$ cat config.mk
export PLATFORM = sky130hd
export DESIGN_NAME = pattern_lock_gesture_tracker_flat
export DESIGN_NICKNAME = d
export VERILOG_FILES = /design/src/hw/rtl/plg_pkg.sv /design/src/hw/rtl/plg_in_if.sv /design/src/hw/rtl/plg_out_if.sv /design/src/hw/rtl/pattern_lock_gesture_tracker.sv /design/src/flat_wrapper.sv
export SDC_FILE = /design/constraint.sdc
export NUM_CORES = 2
export LEC_CHECK = 0
export ABC_AREA = 1
export BUFFER_PORTS_ARGS = -buffer_cell sky130_fd_sc_hd__buf_2
export CAP_MARGIN = 30
export CORE_MARGIN = 2
export CORE_UTILIZATION = 65
export CTS_BUF_LIST = sky130_fd_sc_hd__clkbuf_8
export DETAILED_ROUTE_END_ITERATION = 8
export PLACE_DENSITY = 0.82
export SLEW_MARGIN = 20
export SYNTH_ARGS = -nofsm -noshare
export SYNTH_HDL_FRONTEND = slang
export SYNTH_SLANG_ARGS = --single-unit
$ cat constraint.sdc
create_clock -name clk -period 20.6 [get_ports clk]
set_input_delay 1.03 -clock clk [delete_from_list [all_inputs] [get_ports clk]]
set_output_delay 1.03 -clock clk [all_outputs]
set_load 0.01 [all_outputs]
$ cat src/hw/rtl/plg_pkg.sv
`default_nettype none

package plg_pkg;

  // Grid geometry.
  localparam int GRID_SIDE  = 3;
  localparam int NODE_TOTAL = GRID_SIDE * GRID_SIDE;
  localparam int NODE_W     = 4;
  localparam int RC_W       = $clog2(GRID_SIDE);
  localparam int PATH_W     = NODE_TOTAL * NODE_W;

  // Field widths.
  localparam int MODE_W     = 3;
  localparam int COORD_W    = 12;
  localparam int CFG_IDX_W  = 3;
  localparam int CFG_DATA_W = 10;
  localparam int MIN_W      = 4;
  localparam int MARGIN_W   = 5;
  localparam int STEP_W     = 9;
  localparam int CTR_W      = 11;
  localparam int RAD_W      = 7;
  localparam int SQ_W       = 2 * RAD_W;

  // Step size is width / GRID_SIDE, done as a multiply by a rounded-up
  // reciprocal; exact for every 10-bit width.
  localparam int DIV_SH     = 12;
  localparam int DIV_RECIP  = ((1 << DIV_SH) + GRID_SIDE - 1) / GRID_SIDE;
  localparam int DIV_PROD_W = 22;

  localparam logic [NODE_W-1:0]     SLOT_EMPTY  = 4'hF;
  localparam logic [CFG_DATA_W-1:0] MIN_REGION  = 10'd20;
  localparam logic [MARGIN_W-1:0]   MARGIN_MAX  = 5'd24;
  localparam logic [RAD_W-1:0]      RADIUS_MIN  = 7'd4;
  localparam logic [MIN_W-1:0]      MIN_NODES_RST = 4'd4;
  localparam logic [MARGIN_W-1:0]   MARGIN_RST  = 5'd5;

  // Event kinds.
  localparam logic [MODE_W-1:0] MODE_DOWN   = 3'd0;
  localparam logic [MODE_W-1:0] MODE_MOVE   = 3'd1;
  localparam logic [MODE_W-1:0] MODE_UP     = 3'd2;
  localparam logic [MODE_W-1:0] MODE_CANCEL = 3'd3;

  // Configuration register indexes.
  localparam logic [CFG_IDX_W-1:0] CFG_LEFT    = 3'd0;
  localparam logic [CFG_IDX_W-1:0] CFG_TOP     = 3'd1;
  localparam logic [CFG_IDX_W-1:0] CFG_WIDTH   = 3'd2;
  localparam logic [CFG_IDX_W-1:0] CFG_HEIGHT  = 3'd3;
  localparam logic [CFG_IDX_W-1:0] CFG_MIN     = 3'd4;
  localparam logic [CFG_IDX_W-1:0] CFG_MARGIN  = 3'd5;
  localparam logic [CFG_IDX_W-1:0] CFG_ENABLE  = 3'd6;

  typedef struct packed {
    logic [MODE_W-1:0]         mode;
    logic signed [COORD_W-1:0] touch_x;
    logic signed [COORD_W-1:0] touch_y;
  } in_item_t;

  typedef struct packed {
    logic              handled;
    logic              tracking;
    logic              completed;
    logic              pattern_error;
    logic [NODE_W-1:0] node_count;
    logic [PATH_W-1:0] path;
    logic              finish_event;
    logic              complete_event;
  } out_item_t;

endpackage

`default_nettype wire

$ cat src/hw/rtl/plg_in_if.sv
`default_nettype none

interface plg_in_if import plg_pkg::*; ();
  logic     valid;
  logic     ready;
  in_item_t data;

  modport source (output valid, output data, input ready);
  modport sink   (input valid, input data, output ready);
endinterface

`default_nettype wire

$ cat src/hw/rtl/plg_out_if.sv
`default_nettype none

interface plg_out_if import plg_pkg::*; ();
  logic      valid;
  logic      ready;
  out_item_t data;

  modport source (output valid, output data, input ready);
  modport sink   (input valid, input data, output ready);
endinterface

`default_nettype wire

$ cat src/hw/rtl/pattern_lock_gesture_tracker.sv
// Channel   Dir  Handshake          Payload
// in_ch     in   valid / ready      mode, touch_x, touch_y
// out_ch    out  valid / ready      handled, tracking, completed, pattern_error,
//                                   node_count, path, finish_event, complete_event
// cfg_*     in   cfg_we, no stall   cfg_idx selects the register, cfg_wdata the value
//
// Every transaction passes three registers: the input register, the hit register and
// the result register, in that order.
// One transaction is taken per cycle while no stall or settling holds the input register;
// the hit test runs on all nodes in parallel. Reset is synchronous on rst_n; after reset,
// and after every configuration write, the input register holds until the geometry settles.
// A stalled result register backs up into the hit and input registers in turn.
`default_nettype none

module pattern_lock_gesture_tracker import plg_pkg::*; (
  input  logic                  clk,
  input  logic                  rst_n,
  input  logic                  cfg_we,
  input  logic [CFG_IDX_W-1:0]  cfg_idx,
  input  logic [CFG_DATA_W-1:0] cfg_wdata,
  plg_in_if.sink                in_ch,
  plg_out_if.source             out_ch
);

  typedef logic [NODE_W-1:0]     slot_t;
  typedef logic [NODE_TOTAL-1:0] mask_t;

  // ---------------------------------------------------------------------------
  // Configuration registers.
  // ---------------------------------------------------------------------------
  logic [CFG_DATA_W-1:0] region_left_r, region_top_r, region_width_r, region_height_r;
  logic [MIN_W-1:0]      min_nodes_r;
  logic [MARGIN_W-1:0]   margin_r;
  logic                  enabled_r;
  logic [1:0]            settle_r;
  logic                  cfg_busy;

  always_ff @(posedge clk) begin
    if (!rst_n) begin
      region_left_r   <= '0;
      region_top_r    <= '0;
      region_width_r  <= '0;
      region_height_r <= '0;
      min_nodes_r     <= MIN_NODES_RST;
      margin_r        <= MARGIN_RST;
      enabled_r       <= 1'b1;
      settle_r        <= 2'd2;
    end else begin
      if (cfg_we) begin
        settle_r <= 2'd2;
        case (cfg_idx)
          CFG_LEFT:   region_left_r   <= cfg_wdata;
          CFG_TOP:    region_top_r    <= cfg_wdata;
          CFG_WIDTH:  region_width_r  <= cfg_wdata;
          CFG_HEIGHT: region_height_r <= cfg_wdata;
          CFG_MIN:    min_nodes_r     <= cfg_wdata[MIN_W-1:0];
          CFG_MARGIN: margin_r        <= cfg_wdata[MARGIN_W-1:0];
          CFG_ENABLE: enabled_r       <= cfg_wdata[0];
          default: ;
        endcase
      end else if (settle_r != 2'd0) begin
        settle_r <= settle_r - 2'd1;
      end
    end
  end

  // The input register may not move on until the geometry below reflects the
  // latest write.
  assign cfg_busy = (settle_r != 2'd0);

  // ---------------------------------------------------------------------------
  // Geometry, first step: grid steps, a small-region flag and the clamped margin.
  // ---------------------------------------------------------------------------
  logic [DIV_PROD_W-1:0] prod_x, prod_y;
  logic [STEP_W-1:0]     sx_r, sy_r;
  logic                  small_r;
  logic [MARGIN_W-1:0]   mgn_r;

  assign prod_x = DIV_PROD_W'(region_width_r)  * DIV_PROD_W'(DIV_RECIP);
  assign prod_y = DIV_PROD_W'(region_height_r) * DIV_PROD_W'(DIV_RECIP);

  always_ff @(posedge clk) begin
    sx_r    <= prod_x[DIV_SH +: STEP_W];
    sy_r    <= prod_y[DIV_SH +: STEP_W];
    small_r <= (region_width_r <= MIN_REGION) || (region_height_r <= MIN_REGION);
    mgn_r   <= (margin_r > MARGIN_MAX) ? MARGIN_MAX : margin_r;
  end

  // ---------------------------------------------------------------------------
  // Geometry, second step: squared hit radius and the node centres, one per
  // column and one per row.
  // ---------------------------------------------------------------------------
  logic [STEP_W-1:0] step_min;
  logic [RAD_W-1:0]  rad_base, rad;
  logic [SQ_W-1:0]   r2_r;
  logic [CTR_W-1:0]  cx_r [GRID_SIDE];
  logic [CTR_W-1:0]  cy_r [GRID_SIDE];
  logic              nohit_r;

  always_comb begin
    step_min = (sx_r < sy_r) ? sx_r : sy_r;
    rad_base = RAD_W'(step_min >> 2);
    if (rad_base < RADIUS_MIN) begin
      rad_base = RADIUS_MIN;
    end
    rad = rad_base + RAD_W'(mgn_r);
  end

  always_ff @(posedge clk) begin
    r2_r    <= SQ_W'(rad) * SQ_W'(rad);
    nohit_r <= small_r;
    for (int c = 0; c < GRID_SIDE; c++) begin
      cx_r[c] <= CTR_W'(region_left_r) + CTR_W'(sx_r >> 1) + CTR_W'(sx_r) * CTR_W'(c);
      cy_r[c] <= CTR_W'(region_top_r)  + CTR_W'(sy_r >> 1) + CTR_W'(sy_r) * CTR_W'(c);
    end
  end

  // ---------------------------------------------------------------------------
  // Pipeline flow control.
  // ---------------------------------------------------------------------------
  logic      s1_v_r, s2_v_r, out_v_r;
  logic      out_free, s2_go, s2_free, s1_go, in_ready, in_take;
  in_item_t  s1_item_r;
  out_item_t out_data_r;

  assign out_free = !out_v_r || out_ch.ready;
  assign s2_go    = s2_v_r && out_free;
  assign s2_free  = !s2_v_r || s2_go;
  assign s1_go    = s1_v_r && !cfg_busy && s2_free;
  assign in_ready = !s1_v_r || s1_go;
  assign in_take  = in_ch.valid && in_ready;

  assign in_ch.ready  = in_ready;
  assign out_ch.valid = out_v_r;
  assign out_ch.data  = out_data_r;

  always_ff @(posedge clk) begin
    if (!rst_n) begin
      s1_v_r  <= 1'b0;
      s2_v_r  <= 1'b0;
      out_v_r <= 1'b0;
    end else begin
      if (in_take) begin
        s1_v_r <= 1'b1;
      end else if (s1_go) begin
        s1_v_r <= 1'b0;
      end
      if (s1_go) begin
        s2_v_r <= 1'b1;
      end else if (s2_go) begin
        s2_v_r <= 1'b0;
      end
      if (s2_go) begin
        out_v_r <= 1'b1;
      end else if (out_ch.ready) begin
        out_v_r <= 1'b0;
      end
    end
  end

  always_ff @(posedge clk) begin
    if (in_take) begin
      s1_item_r <= in_ch.data;
    end
  end

  // ---------------------------------------------------------------------------
  // Hit test. Distances are split by column and by row; a distance of 128 or
  // more on either axis lies beyond the largest possible radius, so the squares
  // only need seven bits of magnitude.
  // ---------------------------------------------------------------------------
  logic signed [COORD_W:0] dx [GRID_SIDE];
  logic signed [COORD_W:0] dy [GRID_SIDE];
  logic [COORD_W-1:0]      adx [GRID_SIDE];
  logic [COORD_W-1:0]      ady [GRID_SIDE];
  logic                    near_x [GRID_SIDE];
  logic                    near_y [GRID_SIDE];
  logic [SQ_W-1:0]         sqx [GRID_SIDE];
  logic [SQ_W-1:0]         sqy [GRID_SIDE];
  logic [SQ_W:0]           dist2;
  logic                    hit_v;
  logic [NODE_W-1:0]       hit_idx;
  logic [RC_W-1:0]         hit_row, hit_col;

  always_comb begin
    for (int c = 0; c < GRID_SIDE; c++) begin
      dx[c]     = {s1_item_r.touch_x[COORD_W-1], s1_item_r.touch_x}
                  - $signed({(COORD_W + 1 - CTR_W)'(1'b0), cx_r[c]});
      dy[c]     = {s1_item_r.touch_y[COORD_W-1], s1_item_r.touch_y}
                  - $signed({(COORD_W + 1 - CTR_W)'(1'b0), cy_r[c]});
      adx[c]    = dx[c][COORD_W] ? COORD_W'(-dx[c]) : COORD_W'(dx[c]);
      ady[c]    = dy[c][COORD_W] ? COORD_W'(-dy[c]) : COORD_W'(dy[c]);
      near_x[c] = (adx[c][COORD_W-1:RAD_W] == '0);
      near_y[c] = (ady[c][COORD_W-1:RAD_W] == '0);
      sqx[c]    = SQ_W'(adx[c][RAD_W-1:0]) * SQ_W'(adx[c][RAD_W-1:0]);
      sqy[c]    = SQ_W'(ady[c][RAD_W-1:0]) * SQ_W'(ady[c][RAD_W-1:0]);
    end

    // Scanned from the highest index down so that the lowest hit wins.
    hit_v   = 1'b0;
    hit_idx = '0;
    hit_row = '0;
    hit_col = '0;
    dist2   = '0;
    for (int r = GRID_SIDE - 1; r >= 0; r--) begin
      for (int c = GRID_SIDE - 1; c >= 0; c--) begin
        dist2 = (SQ_W + 1)'(sqx[c]) + (SQ_W + 1)'(sqy[r]);
        if (!nohit_r && near_x[c] && near_y[r] && (dist2 <= (SQ_W + 1)'(r2_r))) begin
          hit_v   = 1'b1;
          hit_idx = NODE_W'(r * GRID_SIDE + c);
          hit_row = RC_W'(r);
          hit_col = RC_W'(c);
        end
      end
    end
  end

  logic [MODE_W-1:0] s2_mode_r;
  logic              s2_hit_v_r;
  logic [NODE_W-1:0] s2_hit_r;
  logic [RC_W-1:0]   s2_row_r, s2_col_r;

  always_ff @(posedge clk) begin
    if (s1_go) begin
      s2_mode_r  <= s1_item_r.mode;
      s2_hit_v_r <= hit_v;
      s2_hit_r   <= hit_idx;
      s2_row_r   <= hit_row;
      s2_col_r   <= hit_col;
    end
  end

  // ---------------------------------------------------------------------------
  // Gesture state. The last node of the path is kept as a row and column so
  // that the skipped middle node can be found without reading the path back.
  // ---------------------------------------------------------------------------
  slot_t           path_r [NODE_TOTAL];
  slot_t           path_nxt [NODE_TOTAL];
  mask_t           mask_r, mask_nxt, mask1;
  logic [NODE_W-1:0] len_r, len_nxt, len1;
  logic [RC_W-1:0] lrow_r, lcol_r, lrow_nxt, lcol_nxt;
  logic            trk_r, trk_nxt, cmp_r, cmp_nxt, err_r, err_nxt;
  logic            handled, fin, comp;

  logic [RC_W:0]     dr, dc, adr, adc;
  logic [RC_W-1:0]   mid_row, mid_col;
  logic [NODE_W-1:0] mid, min_eff;
  logic              bridge_v, add_mid, add_hit;
  out_item_t         out_nxt;

  always_comb begin
    // Middle node of a straight or diagonal jump of two steps.
    dr       = {1'b0, s2_row_r} - {1'b0, lrow_r};
    dc       = {1'b0, s2_col_r} - {1'b0, lcol_r};
    adr      = dr[RC_W] ? -dr : dr;
    adc      = dc[RC_W] ? -dc : dc;
    mid_row  = RC_W'(({1'b0, s2_row_r} + {1'b0, lrow_r}) >> 1);
    mid_col  = RC_W'(({1'b0, s2_col_r} + {1'b0, lcol_r}) >> 1);
    mid      = NODE_W'(mid_row) * NODE_W'(GRID_SIDE) + NODE_W'(mid_col);
    bridge_v = (len_r != '0)
               && ((adr == (RC_W + 1)'(2)) || (adr == '0))
               && ((adc == (RC_W + 1)'(2)) || (adc == '0))
               && !((adr == '0) && (adc == '0));

    add_mid = bridge_v && !mask_r[mid] && (len_r < NODE_W'(NODE_TOTAL));
    mask1   = add_mid ? (mask_r | (mask_t'(1) << mid)) : mask_r;
    len1    = len_r + NODE_W'(add_mid);
    add_hit = !mask1[s2_hit_r] && (len1 < NODE_W'(NODE_TOTAL));

    // The release threshold is read as clamped to one node at least and one full path at most.
    if (min_nodes_r == '0) begin
      min_eff = NODE_W'(1);
    end else if (min_nodes_r > NODE_W'(NODE_TOTAL)) begin
      min_eff = NODE_W'(NODE_TOTAL);
    end else begin
      min_eff = min_nodes_r;
    end

    path_nxt = path_r;
    mask_nxt = mask_r;
    len_nxt  = len_r;
    lrow_nxt = lrow_r;
    lcol_nxt = lcol_r;
    trk_nxt  = trk_r;
    cmp_nxt  = cmp_r;
    err_nxt  = err_r;
    handled  = 1'b0;
    fin      = 1'b0;
    comp     = 1'b0;

    if (enabled_r) begin
      case (s2_mode_r)
        MODE_DOWN: begin
          for (int k = 0; k < NODE_TOTAL; k++) begin
            path_nxt[k] = SLOT_EMPTY;
          end
          mask_nxt = '0;
          len_nxt  = '0;
          trk_nxt  = 1'b0;
          cmp_nxt  = 1'b0;
          err_nxt  = 1'b0;
          if (s2_hit_v_r) begin
            path_nxt[0] = s2_hit_r;
            mask_nxt    = mask_t'(1) << s2_hit_r;
            len_nxt     = NODE_W'(1);
            lrow_nxt    = s2_row_r;
            lcol_nxt    = s2_col_r;
            trk_nxt     = 1'b1;
            handled     = 1'b1;
          end
        end
        MODE_MOVE, MODE_UP: begin
          if (trk_r) begin
            handled = 1'b1;
            if (s2_hit_v_r && !mask_r[s2_hit_r]) begin
              for (int k = 0; k < NODE_TOTAL; k++) begin
                if (add_mid && (len_r == NODE_W'(k))) begin
                  path_nxt[k] = mid;
                end else if (add_hit && (len1 == NODE_W'(k))) begin
                  path_nxt[k] = s2_hit_r;
                end
              end
              mask_nxt = add_hit ? (mask1 | (mask_t'(1) << s2_hit_r)) : mask1;
              len_nxt  = len1 + NODE_W'(add_hit);
              if (add_hit) begin
                lrow_nxt = s2_row_r;
                lcol_nxt = s2_col_r;
              end else if (add_mid) begin
                lrow_nxt = mid_row;
                lcol_nxt = mid_col;
              end
            end
            if (s2_mode_r == MODE_UP) begin
              trk_nxt = 1'b0;
              cmp_nxt = 1'b1;
              err_nxt = (len_nxt < min_eff);
              fin     = 1'b1;
              comp    = !err_nxt;
            end
          end
        end
        MODE_CANCEL: begin
          for (int k = 0; k < NODE_TOTAL; k++) begin
            path_nxt[k] = SLOT_EMPTY;
          end
          mask_nxt = '0;
          len_nxt  = '0;
          trk_nxt  = 1'b0;
          cmp_nxt  = 1'b0;
          err_nxt  = 1'b0;
          handled  = 1'b1;
        end
        default: ;
      endcase
    end

    out_nxt.handled        = handled;
    out_nxt.tracking       = trk_nxt;
    out_nxt.completed      = cmp_nxt;
    out_nxt.pattern_error  = err_nxt;
    out_nxt.node_count     = len_nxt;
    out_nxt.finish_event   = fin;
    out_nxt.complete_event = comp;
    out_nxt.path           = '0;
    for (int k = 0; k < NODE_TOTAL; k++) begin
      out_nxt.path[k * NODE_W +: NODE_W] = path_nxt[k];
    end
  end

  always_ff @(posedge clk) begin
    if (!rst_n) begin
      for (int k = 0; k < NODE_TOTAL; k++) begin
        path_r[k] <= SLOT_EMPTY;
      end
      mask_r <= '0;
      len_r  <= '0;
      lrow_r <= '0;
      lcol_r <= '0;
      trk_r  <= 1'b0;
      cmp_r  <= 1'b0;
      err_r  <= 1'b0;
    end else if (s2_go) begin
      path_r <= path_nxt;
      mask_r <= mask_nxt;
      len_r  <= len_nxt;
      lrow_r <= lrow_nxt;
      lcol_r <= lcol_nxt;
      trk_r  <= trk_nxt;
      cmp_r  <= cmp_nxt;
      err_r  <= err_nxt;
    end
  end

  always_ff @(posedge clk) begin
    if (s2_go) begin
      out_data_r <= out_nxt;
    end
  end

endmodule

`default_nettype wire

$ cat src/flat_wrapper.sv
// flat-port wrapper written by rule: the top's interface ports become plain ports
module pattern_lock_gesture_tracker_flat import plg_pkg::*;
  (clk, rst_n, cfg_we, cfg_idx, cfg_wdata, in_ch_valid, in_ch_data, in_ch_ready, out_ch_valid, out_ch_data, out_ch_ready);
  plg_in_if in_ch_i ();
  plg_out_if out_ch_i ();
  input  logic clk;
  input  logic rst_n;
  input  logic cfg_we;
  input  logic [CFG_IDX_W-1:0] cfg_idx;
  input  logic [CFG_DATA_W-1:0] cfg_wdata;
  input wire logic [$bits(in_ch_i.valid)-1:0] in_ch_valid;
  input wire logic [$bits(in_ch_i.data)-1:0] in_ch_data;
  output wire logic [$bits(in_ch_i.ready)-1:0] in_ch_ready;
  output wire logic [$bits(out_ch_i.valid)-1:0] out_ch_valid;
  output wire logic [$bits(out_ch_i.data)-1:0] out_ch_data;
  input wire logic [$bits(out_ch_i.ready)-1:0] out_ch_ready;
  assign in_ch_i.valid = in_ch_valid;
  assign in_ch_i.data = in_ch_data;
  assign in_ch_ready = in_ch_i.ready;
  assign out_ch_valid = out_ch_i.valid;
  assign out_ch_data = out_ch_i.data;
  assign out_ch_i.ready = out_ch_ready;
  pattern_lock_gesture_tracker u_core (.clk(clk), .rst_n(rst_n), .cfg_we(cfg_we), .cfg_idx(cfg_idx), .cfg_wdata(cfg_wdata), .in_ch(in_ch_i), .out_ch(out_ch_i));
endmodule
==> summary.md <==
| Metric | Value |
|---|---|
| Top-area cell type share of the netlist area | `0.2091` |
| Core Area | `58910 sq um` |
| Largest net degree at the start of global routing | `89` |
| Worst Tran Pin Value | `0.9073 ns` |
| First-pass GRT wire length | `161900 um` |
| Gpl congestion | `0.9706` |
| Layout Nets | `6332` |
| Final Slew Violations | `0` |
| Placed insts | `6190` |
| CP max FO | `14` |
| Post-DR wirelength/cell | `15.89 um` |
| Outcome | `complete, no violations` |
| Finished Layout Cells | `6276` |
| DIE AREA | `61440 sq um` |
| Ys flop type | `dfxtp_1` |
| CP delay by family, top | `adder cells` |
| TritonCTS Buffers | `46` |
| Top cells by area, synth | `ha_1, dfxtp_1, inv_1` |
| CP Class | `reg -> reg` |
| Setup slack, reg-to-reg | `10.93 ns` |
| DP Wirelength | `80270 um` |
| Clock Pin Slew Worst Setup and Hold Paths | `0.07 ns` |
| Synth Instances | `5383` |
| Port bufs | `92` |
| Grt ovf | `0` |
| Syn_nets | `6249` |
| Buf/Inv on CP | `9` |
| Hold Crit Depth | `0` |
| Post-route DRC | `0` |
| Setup_tns | `0 ns` |
| Distinct cells, synth | `64` |
| Register area | `6817 sq um` |
| # Max-Cap Violations | `0` |
| Starting DRC count in detailed routing | `2927` |
| CP peak stage delay | `0.55 ns` |
| Cell taking the most area after synthesis | `ha_1` |
| CTS root buf | `clkbuf_8` |
| Worst EP required | `20.97 ns` |
| Worst Min Path Start | `u_core.small_r` |
| Hold Path Sink | `u_core.nohit_r` |
| Routed Antenna Nets | `0` |
| Synthesized area | `38660 sq um` |
| Boundary Pins | `93` |
| Final period demand of the worst path | `9.667 ns` |
| Post-synth EDFFs | `85` |
| Count leader, synth | `inv_1` |
| Total wire length | `99730 um` |
| Gr usage total | `0.3236` |
| Die Y | `247.9 um` |
| Final period util | `0.4693` |
| Worst path slowest cell | `xor2_1` |
| Hold WS | `0.3504 ns` |
| H-tree levels | `2` |
| Final Hold Vio Count | `0` |
| Min-delay worst type | `reg -> reg` |
| Avg Inst Size Synth | `7.182 sq um` |
| Pre-antenna DRT Iters | `7` |
| Die Width | `247.9 um` |
| Postcts setup bufs | `0` |
| Crit path top cell by count | `inv_1` |
| Data arrival, critical path | `10.04 ns` |
| Yosys warnings | `0` |
| Vias in the first global route | `33680` |
| Longest Clk Path Bufs | `3` |
| Finished layout cell area | `41060 sq um` |
| TritonCTS sink count | `298` |
| Drt via density | `5.649` |
| Clock Latency Late Sink | `0.62 ns` |
| Slew margin rel. | `0.3908` |
| Initial Util | `0.6563` |
| Layout cell share with drive strength beyond 1 | `0.05307` |
| Reg2Reg Depth | `46` |
| Fill cells | `4905` |
| Post-CTS sizing | `0` |
| FMAX | `103.4 MHz` |
| Setup crit start kind | `flop` |
| CTS tree | `yes` |
| Crit end category | `flop` |
| Clock Skews | `0.04193 ns` |
| Vias | `35460` |
| Unrepaired setup endpoints after global routing | `false` |
| Initial antenna violation count | `4` |
| Synth cell count leaders | `inv_1, nand2_1, ha_1` |
| Area delta synth->final | `6.217%` |
| Placed instance area | `39880 sq um` |
| Post-synthesis sequential area ratio | `0.1763` |
| R2r endpoint | `u_core.s2_hit_r[3]` |
| Setup violators final | `0` |
| Post-synth ARST share | `0` |
| Hold buffer count at cts | `0` |
| Reg-to-Reg Start | `u_core.s1_item_r[0]` |
| Yosys reg bits | `298` |
| Row count | `89` |
| Worst setup path start | `u_core.s1_item_r[0]` |
| Multi-input gate area | `27690 sq um` |
-- cells in the final DEF (no fill, tap or decap), types with 8 or more instances in the layout --
cell	synthesis	routed
edfxtp_1	85	85
o21a_1	8	8
clkbuf_8	0	52
a21boi_1	32	32
xnor2_1	95	95
a31oi_1	27	27
nand2_2	10	10
clkinv_2	0	9
nand3b_1	21	21
o211ai_1	12	12
nor2_1	444	443
bufinv_16	0	11
o21bai_1	33	33
xor2_1	202	202
o21ai_0	256	256
a211oi_1	11	11
inv_2	13	14
o21ai_1	17	17
a21oi_1	432	431
buf_2	9	92
nand4_1	88	88
ha_1	646	646
or2_2	34	34
buf_4	0	10
a21o_1	18	18
nor2_2	9	10
nand3_1	319	319
nor3_1	63	63
nand2_1	954	954
inv_1	1006	1013
o21ai_2	9	9
fa_1	175	175
dfxtp_1	213	213
-- routing by layer --
metal	up-vias	track usage	part of all wire
met4	6	0.1456	0.047
met1	16250	0.4120	0.43
met3	284	0.03212	0.062
met5	-	0	0.00044
met2	1195	0.5543	0.47
li1	17720	-	-
-- how the worst max path moves through the flow --
| stage | slack (ns) | cells past startpoint | to |
|---|---|---|---|
| floorplan | 12.30 | 44 | u_core.s2_col_r[1] |
| global placement | 11.16 | 46 | u_core.s2_hit_r[3] |
| detailed placement | 11.08 | 46 | u_core.s2_hit_r[3] |
| CTS | 11.07 | 46 | u_core.s2_hit_r[3] |
| global route | 10.09 | 46 | u_core.s2_col_r[1] |
| finish | 10.93 | 46 | u_core.s2_hit_r[3] |
-- layout make-up --
cell class | instances | area share
well taps | 773 | 0.02355
clock inverters | 32 | 0.01076
repair buffers | 104 | 0.01408
multi-input cells | 3990 | 0.6743
clock buffers | 52 | 0.01743
flip-flops and latches | 298 | 0.1660
diodes | 1 | 0.00006094
inverters | 1026 | 0.09385
-- metrics by stage --
stage / utilization / setup slack, ns
after floorplan: - / 12.30
after detailed placement: 0.6769 / 11.08
final: 0.6971 / 10.93
after global routing: 0.6971 / 10.09
after CTS: 0.6966 / 11.07
after global placement: 0.6767 / 11.16
-- state kept, by name (all words and copies together) (netlist names), 10 cells and up --
signal,flops
u_core.s1_item_r,27
u_core.region_top_r,10
u_core.r2_r,13
u_core.region_height_r,10
u_core.path_r,36
u_core.region_left_r,10
u_core.region_width_r,10
u_core.cx_r,32
u_core.out_ch.data,46
u_core.cy_r,32
-- kinds of logic after synthesis --
| kind of cell | count (synthesis) | share of synthesized area |
|---|---|---|
| DFF | 298 | 0.1763 |
| and+or+nand+nor | 1980 | 0.2205 |
| buffers and inverters | 1095 | 0.1078 |
| xor gates and xnor gates | 298 | 0.06771 |
| AOI/OAI and AO/OA | 891 | 0.1280 |
| adders and majority gates | 821 | 0.2997 |
Power is not shown: default switching activity piles up to over one toggle a cycle in this logic, so the estimate is an artifact.
